File: config.mk
export PLATFORM = sky130hd
export DESIGN_NAME = avt_dot3
export DESIGN_NICKNAME = d
export VERILOG_FILES = /design/src/rtl/avt_pkg.sv /design/src/rtl/avt_dot3.sv
export SDC_FILE = /design/constraint.sdc
export NUM_CORES = 2
export LEC_CHECK = 0
export BUFFER_PORTS_ARGS = -buffer_cell sky130_fd_sc_hd__buf_4
export CORE_AREA = 2 2 561 396
export CTS_CLUSTER_SIZE = 10
export DETAILED_ROUTE_END_ITERATION = 10
export DIE_AREA = 0 0 563 398
export MAX_ROUTING_LAYER = met4
export SETUP_SLACK_MARGIN = 0.05
export SYNTH_ARGS = -nofsm -noshare
export SYNTH_HDL_FRONTEND = slang
export SYNTH_SLANG_ARGS = --single-unit
File: constraint.sdc
create_clock -name clk -period 13.7 [get_ports clk]
set_clock_uncertainty 0.1 [all_clocks]
set_input_delay 0.685 -clock clk [delete_from_list [all_inputs] [get_ports clk]]
set_output_delay 0.685 -clock clk [all_outputs]
set_load 0.1 [all_outputs]
File: src/rtl/avt_pkg.sv
`default_nettype none
// ----------------------------------------------------------------------------
// avt_pkg
// shared types and constants of the affine vertex transform
// ----------------------------------------------------------------------------
package avt_pkg;

	localparam int unsigned ROW_BITS     = 48;
	localparam int unsigned SLOT_BITS    = 16;
	localparam int unsigned COEF_FRAC    = 13;
	localparam int unsigned CFG_IDX_BITS = 3;
	localparam int unsigned TRANS_BITS   = 32;

	typedef logic [ROW_BITS-1:0] row_t;

	typedef enum logic [CFG_IDX_BITS-1:0] {
		CFG_LIN_ROW_X = 3'd0,
		CFG_LIN_ROW_Y = 3'd1,
		CFG_LIN_ROW_Z = 3'd2,
		CFG_TRANS_X   = 3'd3,
		CFG_TRANS_Y   = 3'd4,
		CFG_TRANS_Z   = 3'd5
	} cfg_idx_t;

	// identity matrix: 1.0 on the diagonal
	localparam row_t ROW_X_RESET = 48'h0000_0000_2000;
	localparam row_t ROW_Y_RESET = 48'h0000_2000_0000;
	localparam row_t ROW_Z_RESET = 48'h2000_0000_0000;

endpackage
`default_nettype wire

File: src/rtl/avt_dot3.sv
`default_nettype none
// ----------------------------------------------------------------------------
// avt_dot3
// three-stage dot product lane: multiply, sum and round, offset and saturate
// ----------------------------------------------------------------------------
module avt_dot3 #(
	parameter int unsigned COORD_BITS = 32,
	parameter int unsigned COEF_BITS  = 16
) (
	input  wire logic                          clk,
	input  wire logic                          en,
	input  wire logic signed [COORD_BITS-1:0]  vec_x,
	input  wire logic signed [COORD_BITS-1:0]  vec_y,
	input  wire logic signed [COORD_BITS-1:0]  vec_z,
	input  wire logic [avt_pkg::ROW_BITS-1:0]  row,
	input  wire logic signed [COORD_BITS-1:0]  offs,
	output logic signed [COORD_BITS-1:0]       res,
	output logic                               sat
);
	import avt_pkg::*;

	localparam int unsigned PW = COORD_BITS + COEF_BITS;
	localparam int unsigned SW = PW + 2;
	localparam int unsigned RW = SW - COEF_FRAC;
	localparam int unsigned TW = RW + 1;
	localparam logic signed [SW-1:0] RND  = SW'(1) << (COEF_FRAC - 1);
	localparam logic signed [TW-1:0] MAXV = TW'({1'b0, {(COORD_BITS-1){1'b1}}});
	localparam logic signed [TW-1:0] MINV = -MAXV - TW'(1);

	logic signed [COEF_BITS-1:0]  coef [3];
	logic signed [COORD_BITS-1:0] vec  [3];
	logic signed [PW-1:0]         prod_s1 [3];
	logic signed [SW-1:0]         sum;
	logic signed [RW-1:0]         sum_s2;
	logic signed [TW-1:0]         tot;
	logic signed [COORD_BITS-1:0] res_s3;
	logic                         sat_s3;

	assign vec[0] = vec_x;
	assign vec[1] = vec_y;
	assign vec[2] = vec_z;

	always_comb begin
		for (int k = 0; k < 3; k++) begin
			coef[k] = signed'(row[k*SLOT_BITS +: COEF_BITS]);
		end
	end

	always_ff @(posedge clk) begin
		if (en) begin
			for (int k = 0; k < 3; k++) begin
				prod_s1[k] <= PW'(vec[k]) * PW'(coef[k]);
			end
		end
	end

	// round to nearest, ties up
	assign sum = SW'(prod_s1[0]) + SW'(prod_s1[1]) + SW'(prod_s1[2]) + RND;

	always_ff @(posedge clk) begin
		if (en) begin
			sum_s2 <= RW'(sum >>> COEF_FRAC);
		end
	end

	assign tot = TW'(sum_s2) + TW'(offs);

	always_ff @(posedge clk) begin
		if (en) begin
			if (tot > MAXV) begin
				res_s3 <= COORD_BITS'(MAXV);
				sat_s3 <= 1'b1;
			end else if (tot < MINV) begin
				res_s3 <= COORD_BITS'(MINV);
				sat_s3 <= 1'b1;
			end else begin
				res_s3 <= COORD_BITS'(tot);
				sat_s3 <= 1'b0;
			end
		end
	end

	assign res = res_s3;
	assign sat = sat_s3;

endmodule
`default_nettype wire

==> flow_summary.toml <==
[clocking]
cts_sinks = 214
h-tree-depth = 1
clkTransAtPathRegs_ns = 0.06
tritoncts = "built"
clockBufferDepth = 3
root_buffer = "clkbuf_16"
postCtsHoldBufs = 0
cts_resized = 0
insertion_delay_ns = 0.58
postCtsSetupRepairBufs = 0
cts_buffers = 26

[layout]
areaGrowthSynthToFinish_pct = 7.623
mostFrequentLayoutCells = "inv_1 (1676), fa_1 (1506), nand2_1 (939), and2_1 (607), ha_1 (473)"
nNetsFinal = 9028
instances_no_fill = 9800
final_common_cell = "inv_1"
fill_cells = 22650
drive_gt1_frac = 0.04668

[sta]
finalCriticalPeriod_ns = 7.273
period_share = 0.5309
tightest_slew_ns = 1.000
fin_setup_tns_ns = 0
slew_violations = 0
setup_violations = 0
final.setup.worst_slack_ns = 6.427
timing.hold.ws_ns = 0.5022
hold_viol = 0
slew_headroom = 0.3331
rsz0062_at_grt = "false"
fmax_ghz = 0.1375

[worst_hold_path]
min_path_type = "primary input to register"
holdPathStages = 4

[synthesis]
synth_ff_type = "edfxtp_1"
ys_seq_elements = 214
avgSynthCellArea_um2 = 9.467
syn_inst = 6886
synthArstFlopShare = 0
synth_top_area_frac = 0.4625
synth_nets = 9043
yosysUniqueCellTypes = 90
yosysWarnings = 0
synth.area.top_cells = "fa_1 (46%), edfxtp_1 (9.9%), inv_1 (9.7%)"
synth_top_area_cell = "fa_1"
netlist_area_um2 = 65190
synth_seq_area_share = 0.09857
synth_edf_count = 214

[global_routing]
grt_pass1_wl_um = 290700
grt_overflow = 0
track_usage = 0.1722
grt_antenna_before_repair = 4
grt_pass1_vias = 50200
grt_max_degree = 104

[placed_design]
dpl.cell_count = 9763
io_buffers = 210
place_ws_ns = 5.881
dp_hpwl_um = 147700
gp_congestion = 0.9004

[detailed_routing]
drt_drc_violations_left = 0
drt.antenna.violating_nets = 0
drt_pre_antenna_iters = 6
wl_per_cell_um = 18.61
vias = 45530
drt_wl_total_um = 182400
viasPerCell = 4.646
drt_iter0_drc = 2973

[flow_run]
drv_cap = 0

[setup_path]
crit_type = "primary input to register"
arrival_ns = 7.48
cpMostUsedCell = "fa_1"
cp-end-kind = "register"
worstPathMaxFanout = 32
required_ns = 13.91
worst-r2r-cell-count = 14
cpPeakStageDelay_ns = 0.56
crit_path_start_kind = "primary input"
crit_slowest_cell = "fa_1"

[die]
core-area_um2 = 218700
rows = 144
ioPinCount = 211
start_util = 0.2980
die_y_um = 398
dieWidth_um = 563
die-area_um2 = 224100

[run_status]
outcome = "finished, final reports clean"
==> Yosys cell counts (4+ instances only) <==
library cell and n:
o21ai_1 15, buf_1 4, xnor2_1 155, and3_1 11, a211o_1 8, a211oi_1 15
and2_1 607, a21boi_0 5, edfxtp_1 214, nor2_1 172, nor3_1 18, nand4_1 22
ha_1 473, o21bai_1 32, inv_2 4, o41ai_1 5, o21a_1 26, buf_6 6
o31ai_1 8, and4_1 6, nand2b_1 47, nand2_1 939, a21o_1 107, o31ai_2 4
nor2b_1 28, o31a_1 4, or2_2 5, o22ai_1 6, o211ai_1 11, o21ai_2 31
fa_1 1506, clkbuf_1 242, o2111ai_1 4, o21ai_0 85, a21oi_1 185, or3_1 8
nand3_1 24, a41oi_1 4, a31oi_1 11, a2111oi_0 7, xor2_1 66, inv_1 1676
==> layer usage <==
metal	track usage	routed length (um)	part of all wire
met3	0.04318	15490	0.085
met4	0.02887	2954	0.016
met2	0.2547	78580	0.43
met5	-	0	0
met1	0.2403	85340	0.47
==> logic make-up after synthesis <==
| kind of cell | share of synthesized area |
|---|---|
| buf+inv | 0.1124 |
| xor+xnor | 0.02969 |
| simple gates | 0.1404 |
| mux | 0.0003071 |
| flops | 0.09857 |
| compound gates | 0.06529 |
| fa+ha+maj | 0.5533 |
==> metrics by stage <==
step           instance area [um^2]  utilization
2_1_floorplan                 65190            -
3_3_place_gp                  69440       0.3175
3_5_place_dp                  69440       0.3175
4_1_cts                       70150       0.3207
5_1_grt                       70160       0.3207
6_report                      70160       0.3208
==> cell type report <==
| type | count | area (um^2) | area share |
|---|---|---|---|
| Multi-Input combinational cell | 4734 | 51430 | 0.7331 |
| Sequential cell | 214 | 6426 | 0.09159 |
| Inverter | 1681 | 6310 | 0.08993 |
| Tap cell | 2920 | 3654 | 0.05207 |
| Timing Repair Buffer | 214 | 1614 | 0.02300 |
| Clock buffer | 30 | 665.6 | 0.009487 |
| Clock inverter | 3 | 47.55 | 0.0006777 |
| Antenna cell | 4 | 10.01 | 0.0001427 |
==> worst paths after layout <==
check | start | endpoint | slack (ns)
worst max-delay path | row[23] | prod_s1[0][89] | 6.43
worst min-delay path | offs[0] | res[0] | 0.50
worst max register to register | prod_s1[0][100] | sum_s2[36] | 8.68
worst min register to register | sum_s2[0] | res[0] | 0.66
==> flip-flops by register name, indices dropped and copies added (netlist names) <==
name,count
sum_s2,37
prod_s1,144
sat,1
res,32
==> critical path, delay by kind of cell <==
family / cells / cell delay (ns)
compound gates: 8 / 2.13
simple gates: 3 / 0.45
fa+ha+maj: 7 / 3.40
buf+inv: 6 / 0.69
xor+xnor: 1 / 0.13
Power is not shown: default switching activity piles up to over one toggle a cycle in this logic, so the estimate is an artifact.
