<file path="src/rtl/avt_pkg.sv">
`default_nettype none
// ----------------------------------------------------------------------------
// avt_pkg
// shared types and constants of the affine vertex transform
// ----------------------------------------------------------------------------
package avt_pkg;

	localparam int unsigned ROW_BITS     = 48;
	localparam int unsigned SLOT_BITS    = 16;
	localparam int unsigned COEF_FRAC    = 13;
	localparam int unsigned CFG_IDX_BITS = 3;
	localparam int unsigned TRANS_BITS   = 32;

	typedef logic [ROW_BITS-1:0] row_t;

	typedef enum logic [CFG_IDX_BITS-1:0] {
		CFG_LIN_ROW_X = 3'd0,
		CFG_LIN_ROW_Y = 3'd1,
		CFG_LIN_ROW_Z = 3'd2,
		CFG_TRANS_X   = 3'd3,
		CFG_TRANS_Y   = 3'd4,
		CFG_TRANS_Z   = 3'd5
	} cfg_idx_t;

	// identity matrix: 1.0 on the diagonal
	localparam row_t ROW_X_RESET = 48'h0000_0000_2000;
	localparam row_t ROW_Y_RESET = 48'h0000_2000_0000;
	localparam row_t ROW_Z_RESET = 48'h2000_0000_0000;

endpackage
`default_nettype wire

</file>
<file path="src/rtl/avt_cfg.sv">
`default_nettype none
// ----------------------------------------------------------------------------
// avt_cfg
// matrix and translation registers written through the config port
// ----------------------------------------------------------------------------
module avt_cfg #(
	parameter int unsigned COORD_BITS = 32
) (
	input  wire logic                              clk,
	input  wire logic                              arst_n,
	input  wire logic                              wr_en,
	input  wire logic [avt_pkg::CFG_IDX_BITS-1:0]  wr_index,
	input  wire logic [avt_pkg::ROW_BITS-1:0]      wr_data,
	output avt_pkg::row_t                          row_x,
	output avt_pkg::row_t                          row_y,
	output avt_pkg::row_t                          row_z,
	output logic signed [COORD_BITS-1:0]           trans_x,
	output logic signed [COORD_BITS-1:0]           trans_y,
	output logic signed [COORD_BITS-1:0]           trans_z
);
	import avt_pkg::*;

	localparam int unsigned TW = (COORD_BITS < TRANS_BITS) ? COORD_BITS : TRANS_BITS;

	row_t                    row_x_q, row_y_q, row_z_q;
	logic [COORD_BITS-1:0]   trans_x_q, trans_y_q, trans_z_q;
	logic [COORD_BITS-1:0]   trans_wr;

	// translation keeps at most 32 written bits
	assign trans_wr = COORD_BITS'(wr_data[TW-1:0]);

	always_ff @(posedge clk or negedge arst_n) begin
		if (!arst_n) begin
			row_x_q   <= ROW_X_RESET;
			row_y_q   <= ROW_Y_RESET;
			row_z_q   <= ROW_Z_RESET;
			trans_x_q <= '0;
			trans_y_q <= '0;
			trans_z_q <= '0;
		end else if (wr_en) begin
			unique case (wr_index)
				CFG_LIN_ROW_X: row_x_q   <= wr_data;
				CFG_LIN_ROW_Y: row_y_q   <= wr_data;
				CFG_LIN_ROW_Z: row_z_q   <= wr_data;
				CFG_TRANS_X:   trans_x_q <= trans_wr;
				CFG_TRANS_Y:   trans_y_q <= trans_wr;
				CFG_TRANS_Z:   trans_z_q <= trans_wr;
				default: ;
			endcase
		end
	end

	assign row_x   = row_x_q;
	assign row_y   = row_y_q;
	assign row_z   = row_z_q;
	assign trans_x = signed'(trans_x_q);
	assign trans_y = signed'(trans_y_q);
	assign trans_z = signed'(trans_z_q);

endmodule
`default_nettype wire

</file>
<file path="config.mk">
export PLATFORM = sky130hd
export DESIGN_NAME = avt_cfg
export DESIGN_NICKNAME = d
export VERILOG_FILES = /design/src/rtl/avt_pkg.sv /design/src/rtl/avt_cfg.sv
export SDC_FILE = /design/constraint.sdc
export NUM_CORES = 1
export LEC_CHECK = 0
export ABC_AREA = 1
export BUFFER_PORTS_ARGS = -buffer_cell sky130_fd_sc_hd__buf_2
export CAP_MARGIN = 40
export CORE_MARGIN = 5
export CORE_UTILIZATION = 54
export CTS_BUF_LIST = sky130_fd_sc_hd__clkbuf_16
export CTS_CLUSTER_DIAMETER = 40
export DETAILED_ROUTE_END_ITERATION = 6
export PLACE_DENSITY_LB_ADDON = 0.2
export SYNTH_ARGS = -nofsm -noshare
export SYNTH_HDL_FRONTEND = slang
export SYNTH_SLANG_ARGS = --single-unit
</file>
<file path="constraint.sdc">
create_clock -name clk -period 2 [get_ports clk]
set_input_delay 0.1 -clock clk [delete_from_list [all_inputs] [get_ports clk]]
set_output_delay 0.1 -clock clk [all_outputs]
set_load 0.02 [all_outputs]
</file>
==> results.txt, run 1 <==
- Insertion delay of the later-clocked pin in the worst-skew pair: 0.50 ns
* Worst Hold Class: in2reg
- Together, buffers and inverters on the worst path number 1.
* Clock skew after layout: 0 ns
* Initial standard-cell utilization of the core: 54.5%
- Number of setup buffers added after CTS: 0
- STA classifies the critical path startpoint as a flop.
- DR DRC count: 0
- Area share of xor/xnor cells in the synthesized design: 0%
- For this run, the number of Yosys warnings is 0.
- Power per standard cell area: 1270 nW/um2
- Highest cell delay on the worst timing path: 0.55 ns
* Iteration-0 DRC Markers: 579
- Global-route wire length before repair: 47.6 mm
* Slowest library cell on the worst path: sky130_fd_sc_hd__dfstp_2
* Count of input and output buffers: 293
- Combined area of all synthesized cells: 9330 um2
- Die height: 141 um
- Dominant combinational cell family by area after synthesis: simple AND/OR/NAND/NOR gates
* Root buffer cell: sky130_fd_sc_hd__clkbuf_16
- Leakage power summed over all cells: 7.32 nW
- Final period util: 65.7%
- Tmin final: 1.31 ns
- The congestion estimate from routability-driven global placement came to 0.828.
- Top achievable clock speed: 761 MHz
* Max IR drop VDD: 0.719 mV
* Number of buffers on the longest clock path: 3
- Dividing the detail-routed wire length by the instance count gives 18.1 um.
- Setup violations remaining at the end of the flow were counted as 0.
* Register bit total from synthesis: 240
- Die Outline Area: 20000 um2
* Share of final-layout standard cells stronger than drive strength 1: 27.6%
* Residual antenna-violating net count after detailed routing: 0
* Setup repair after global routing missed its margin: no
- Max-cap violations in this run came to 0.
- Clock-pin slew was measured on the worst setup and hold paths at 0.06 ns.
- Metal-1 WL: 11.6 mm
- After the last flow step, the layout net total stands at 1440.
- In this run, post-CTS hold repair placed 49 buffers.
* Number of global-route vias before repair: 8955
- In this run the core area contains 48 standard-cell rows.
- Total Negative Setup Slacks: 0 ns
* Top-Level Pins: 294
- TritonCTS built the clock tree.
* Mean post-synth cell area: 8.89 um2
* CP cell instances: buf_2
- The number of gates resized after CTS was 0.
* Count of mapped cells out of synthesis: 1049
- GRT overflow: 0
* Least-Margin Pin Slew: 0.572 ns
- CTS Sinks: 240
- The count of final hold-check violations is 0.
- Synthesis-to-layout area growth: 37.3%
- The library cells used most frequently in the layout, excluding fill and tap cells, are 551 x sky130_fd_sc_hd__nand2_1, 292 x sky130_fd_sc_hd__buf_2, 237 x sky130_fd_sc_hd__dfrtp_1, 176 x sky130_fd_sc_hd__nand3_1, 49 x sky130_fd_sc_hd__dlygate4sd3_1.
* Compound-cell area share of the yosys netlist: 0%
- The routed layout has 8732 vias.
- After synthesis, the share of cell area in mux cells is 0%.
- The flow ran to the end, and the final reports show no timing, DRC or antenna violations.
- Of the synthesized area, sequential elements account for 64.4%.
- Gr usage total: 29.8%
- The synthesized netlist devotes 32.1% of its cell area to simple gates.
- Post-route worst hold slack: 0.0668 ns
* Clock buffers created by TritonCTS: 35
* Routed via count divided by cell count: 5.33
- Total count of max-transition violations in the final report: 0
* Initial antenna violation count: 1
- Summed over all nets, wire length on met3 after detailed routing comes to 2.72 mm.
* Most common library cell in the layout ignoring fill and taps: sky130_fd_sc_hd__nand2_1
* Critical path data required time: 1.90 ns
- Number of levels the H-tree was split into: 2
- Detailed placement finished with a half-perimeter wire length of 18.7 mm.
- DR top layer: met5
* Post-synth cell types: 12
- Along the worst path, the maximum fanout reaches 2.
- Summed over all nets, wire length on met2 after detailed routing comes to 14.3 mm.
- Pin count of the biggest net entering global routing: 120
* Detailed Routing Iterations Pass 1: 5
- The worst setup path is of the reg2out kind.
- The number of antenna diodes in the final layout is 0.
* Net count after synthesis: 1103
* Die W: 141 um
- Relative slew slack: 61.8%
* CP delay by family, top: flip-flops
- Sum of routed wire length over all layers: 29.7 mm
- Of the total synthesized cell area, the portion taken by full adders, half adders and majority gates is 0%.
* CORE AREA: 17100 um2
- Worst path arrival time: 1.21 ns
- STA classifies the critical path endpoint as an output port.
[cell families (layout without fill, tap and decap cells)]
logic type,Yosys count,in the layout
simple gates,736,736
flops,240,240
buf+inv,73,436
[state kept, by name (all words and copies together), names as in the netlist]
| signal | count |
|---|---|
| row_x | 48 |
| row_y | 48 |
| row_z | 48 |
| trans_x | 32 |
| trans_y | 32 |
| trans_z | 32 |
[cell usage after synthesis]
| cell type | instances | area share, % |
|---|---|---|
| sky130_fd_sc_hd__nand2_1 | 554 | 22 |
| sky130_fd_sc_hd__buf_4 | 4 | 0.32 |
| sky130_fd_sc_hd__nor2_1 | 3 | 0.12 |
| sky130_fd_sc_hd__inv_2 | 3 | 0.12 |
| sky130_fd_sc_hd__dfrtp_1 | 237 | 64 |
| sky130_fd_sc_hd__buf_2 | 30 | 1.6 |
| sky130_fd_sc_hd__clkinv_1 | 1 | 0.040 |
| sky130_fd_sc_hd__nand3_1 | 176 | 9.4 |
| sky130_fd_sc_hd__inv_1 | 2 | 0.081 |
| sky130_fd_sc_hd__dfstp_2 | 3 | 0.85 |
| sky130_fd_sc_hd__nor2_2 | 3 | 0.20 |
| sky130_fd_sc_hd__clkbuf_1 | 33 | 1.3 |
[stage by stage]
step	power [mW]	setup WS, ns	std cells	utilization [%]	cell area [um2]
3_3_place_gp	9.81	0.668	1525	64.9	11100
6_report	16.2	0.687	1637	74.8	12800
3_5_place_dp	9.90	0.586	1525	64.9	11100
5_1_grt	16.9	0.658	1637	74.8	12800
4_1_cts	16.3	0.675	1637	74.8	12800
2_1_floorplan	8.30	1.01	1049	-	9330
[power breakdown]
group | internal (mW) | leakage [nW] | switching (mW)
clock | 4.01 | 0.588 | 2.26
sequential | 5.78 | 3.01 | 0.544
combinational | 1.13 | 3.72 | 2.47
[layout make-up]
cell class / count / area, um2
timing repair buffer: 367 / 2250
clock inverter: 28 / 323
multi-input combinational: 736 / 3040
sequential: 240 / 6010
inverter: 6 / 22.5
clock buffer: 35 / 876
fill: 1226 / 4310
tap: 225 / 282
[layer usage]
| metal | up-vias | track usage (%) |
|---|---|---|
| met1 | 4240 | 38.1 |
| met4 | 2 | 11.1 |
| met3 | 76 | 7.68 |
| met2 | 435 | 49.6 |
| li1 | 3979 | - |
| met5 | - | 0 |
[worst paths after layout]
path | from | end | slack, ns | cells after the start
min in group asynchronous | arst_n | trans_x[2]$_DFFE_PN0P_ | 0.13 | 2
worst min register to register | row_y[1]$_DFFE_PN0P_ | row_y[1]$_DFFE_PN0P_ | 0.46 | 2
worst max register to register | row_y[29]$_DFFE_PN1P_ | row_y[29]$_DFFE_PN1P_ | 1.27 | 2
worst min-delay path | wr_index[0] | row_z[31]$_DFFE_PN0P_ | 0.07 | 4
worst max-delay path | row_y[29]$_DFFE_PN1P_ | row_y[29] | 0.69 | 1
max in group asynchronous | arst_n | row_x[13]$_DFFE_PN1P_ | 1.14 | 3
Power figures use the tool's default switching activity.
==> run 2: changes to the inputs <==
Settings changed: CORE_UTILIZATION 54 to 46.
Clock period 2 ns to 1.1 ns, I/O delays scaled along.
==> run 2 against run 1 <==
Compared with the run above:
- sequential power rose by 88%
- clock-buffer cell count rose by 2
- clock skew did not move
- hold slack got worse by 0.017 ns
- design area rose by 20%
- wire length rose by 16%
- via count rose by 7.9%
- utilization rose by 1.8 points
- power rose by 100%
- the flow now finishes with violations (design-rule violations, negative setup slack)
- clock power rose by 83%
==> results.txt, run 2 (synthesized netlist as in run 1, its figures left out) <==
* Util after Layout: 76.6% (+1.8 points)
- Max cap viols: 0 (unchanged)
- The met3 wire length is 2.92 mm (+7.5%).
* Global-route wire length before repair: 51.1 mm (+7.2%)
* CP startpoint kind: flop
- The setup TNS was -0.593 ns (-0.593 ns).
- The number of global-route vias before repair came to 9132 (+2.0%).
* Worst path arrival time: 1.17 ns (-0.04 ns)
* Number of buffer and inverter stages on the critical path: 1 (unchanged)
- Number of standard cells in the final layout excluding fillers: 1815 (+11%)
- Critical path data required time: 1.04 ns (-0.86 ns)
- The run finished, with violations left.
- The relative max-transition margin was 73.8% (+12 points).
- Count of input and output buffers: 293 (unchanged)
- STA classifies the critical path endpoint as an output port.
- Clock buffers created by TritonCTS: 34 (-2.9%)
- Total count of max-transition violations in the final report: 0 (unchanged)
- Root buffer cell: sky130_fd_sc_hd__clkbuf_16
- Final count of hold timing violations: 0 (unchanged)
- Via total after detailed routing: 9426 (+7.9%)
- Worst Path Max Fanout: 2 (unchanged)
- The setup slack after layout was -0.124 ns (-0.810 ns).
- The number of design rule violations left after detail routing is 4 (+4).
- The checks that failed: design-rule violations, negative setup slack.
- Gr usage total: 27.1% (-2.7 points)
* Post-DP HPWL: 20.2 mm (+8.1%)
* Initial standard-cell utilization of the core: 46.4% (-8.1 points)
- The detailed router used layers up to and including met5.
- Leakage power summed over all cells: 8.39 nW (+15%)
* Worst Hold Class: in2async
- The detailed-routing wirelength on met1 came to 13.1 mm (+13%).
- The critical path in this run is classified as reg2out.
- The number of ports placed on the die boundary was 294 (unchanged).
- Slowest library cell on the worst path: sky130_fd_sc_hd__dfstp_2
- Count of inserted antenna diode cells: 0 (unchanged)
- The net total in the final layout was 1573 (+9.2%).
- Walking the worst path, the cells encountered are buf_6.
- The post-placement cell area was 11500 um2 (+3.1%).
- Max IR drop VDD: 1.45 mV (+100%)
- Share of final-layout standard cells stronger than drive strength 1: 33.8% (+6.2 points)
* Least-Margin Pin Slew: 0.393 ns (-0.179 ns)
* Die height: 152 um (+7.8%)
* Routed WL per cell: 18.9 um (+4.3%)
- The final count of negative-setup-slack endpoints is 26 (+26).
* Post-layout power: 33.2 mW (+100%)
- The multi-input logic area is 3040 um2 (unchanged).
* Number of buffers on the longest clock path: 3 (unchanged)
- Residual antenna-violating net count after detailed routing: 0 (unchanged)
* Total instance count after detailed placement: 1596 (+4.7%)
- Setup repair after global routing could not meet its margin everywhere.
* Clock skew after layout: 0 ns (unchanged)
- The total number of placement rows came to 52 (+8.3%).
* Die Outline Area: 23200 um2 (+16%)
- Commonest cells after routing, fill and taps aside: 551 x sky130_fd_sc_hd__nand2_1, 237 x sky130_fd_sc_hd__dfrtp_1, 227 x sky130_fd_sc_hd__buf_6, 176 x sky130_fd_sc_hd__nand3_1, 149 x sky130_fd_sc_hd__buf_4
- The via density per instance is 5.19 (-2.6%).
- TritonCTS built the clock tree.
- Pin count of the biggest net entering global routing: 71 (-41%)
- The delay of the slowest cell on the worst path was 0.55 ns (about the same).
- Sum of routed wire length over all layers: 34.3 mm (+16%)
* Tmin final: 1.22 ns
* Insertion delay of the later-clocked pin in the worst-skew pair: 0.50 ns (about the same)
- Layout fillers: 1245 (+1.5%)
- The cell family contributing the most delay on the critical path is flip-flops.
- Reg2Reg Launch Point: trans_x[26]$_DFFE_PN0P_
* Final weighted congestion in routability-driven placement: 0.827 (-0.18%)
* Synthesis-to-layout area growth: 65.1%
- The register area was 6010 um2 (unchanged).
- Iteration-0 DRC Markers: 559 (-3.5%)
* Detailed Routing Iterations Pass 1: 7 (+2)
- The total power per unit cell area was 2150 nW/um2 (+70%).
* CORE AREA: 20100 um2 (+17%)
- Final period util: 111%
- CTS Sinks: 240 (unchanged)
* Final design area excluding fillers: 15400 um2 (+20%)
- The clock input transition at the sequential cells of the worst setup and hold paths came to 0.06 ns (about the same).
* Top achievable clock speed: 817 MHz
* Initial antenna violation count: 2 (+1)
- Number of levels the H-tree was split into: 2 (unchanged)
- The detailed-routed wire length on met2 is 17.2 mm (+20%).
- Most common library cell in the layout ignoring fill and taps: sky130_fd_sc_hd__nand2_1
- The horizontal die dimension came to 152 um (+7.8%).
- Launch point of the worst path: row_z[45]$_DFFE_PN1P_
- The total overflow reported by the global router is 0 (unchanged).
[run 2: cell type report]
class | count | share of cell area, %
Clock buffer | 37 | 6.01
Clock inverter | 25 | 1.86
Inverter | 6 | 0.146
Multi-Input combinational cell | 736 | 19.7
Sequential cell | 240 | 39.0
Tap cell | 270 | 2.19
Timing Repair Buffer | 501 | 31.0
[run 2: worst paths after layout]
kind | endpoint | slack (ns) | depth (start not counted)
max in group asynchronous | row_z[45]$_DFFE_PN1P_ | 0.46 | 3
worst min-delay path | row_z[41]$_DFFE_PN0P_ | 0.05 | 2
worst max-delay path | row_z[45] | -0.12 | 1
worst max register to register | trans_x[26]$_DFFE_PN0P_ | 0.19 | 4
min in group clk | trans_x[7]$_DFFE_PN0P_ | 0.10 | 6
worst min register to register | row_x[19]$_DFFE_PN0P_ | 0.46 | 2
[run 2: through the flow]
step,worst slack [ns],hold WS [ns]
after floorplan,0.158,-0.241
after detailed placement,-0.0737,-0.0180
final,-0.124,0.0498
after CTS,-0.137,0.0573
after global routing,-0.158,0.0837
after global placement,-0.0594,-0.0171
[run 2: metal layers]
metal	vias up	global-route usage, %
li1	4251	-
met1	4591	34.9
met2	490	44.0
met3	90	7.44
met4	4	10.7
met5	-	0
[run 2: repair_timing]
item,in CTS,in global routing
endpoints found under the setup margin,190,225
endpoints found under the hold margin,479,0
hold buffers,49,0
buffers inserted,40,68
resized for setup,372,87
pin swaps,0,0
[run 2: report_power, final]
group / switching (mW) / internal [mW] / total [mW]
Combinational: 4.96 / 4.84 / 9.79
Clock: 4.14 / 7.33 / 11.5
Sequential: 1.37 / 10.5 / 11.9
Total: 10.5 / 22.7 / 33.2
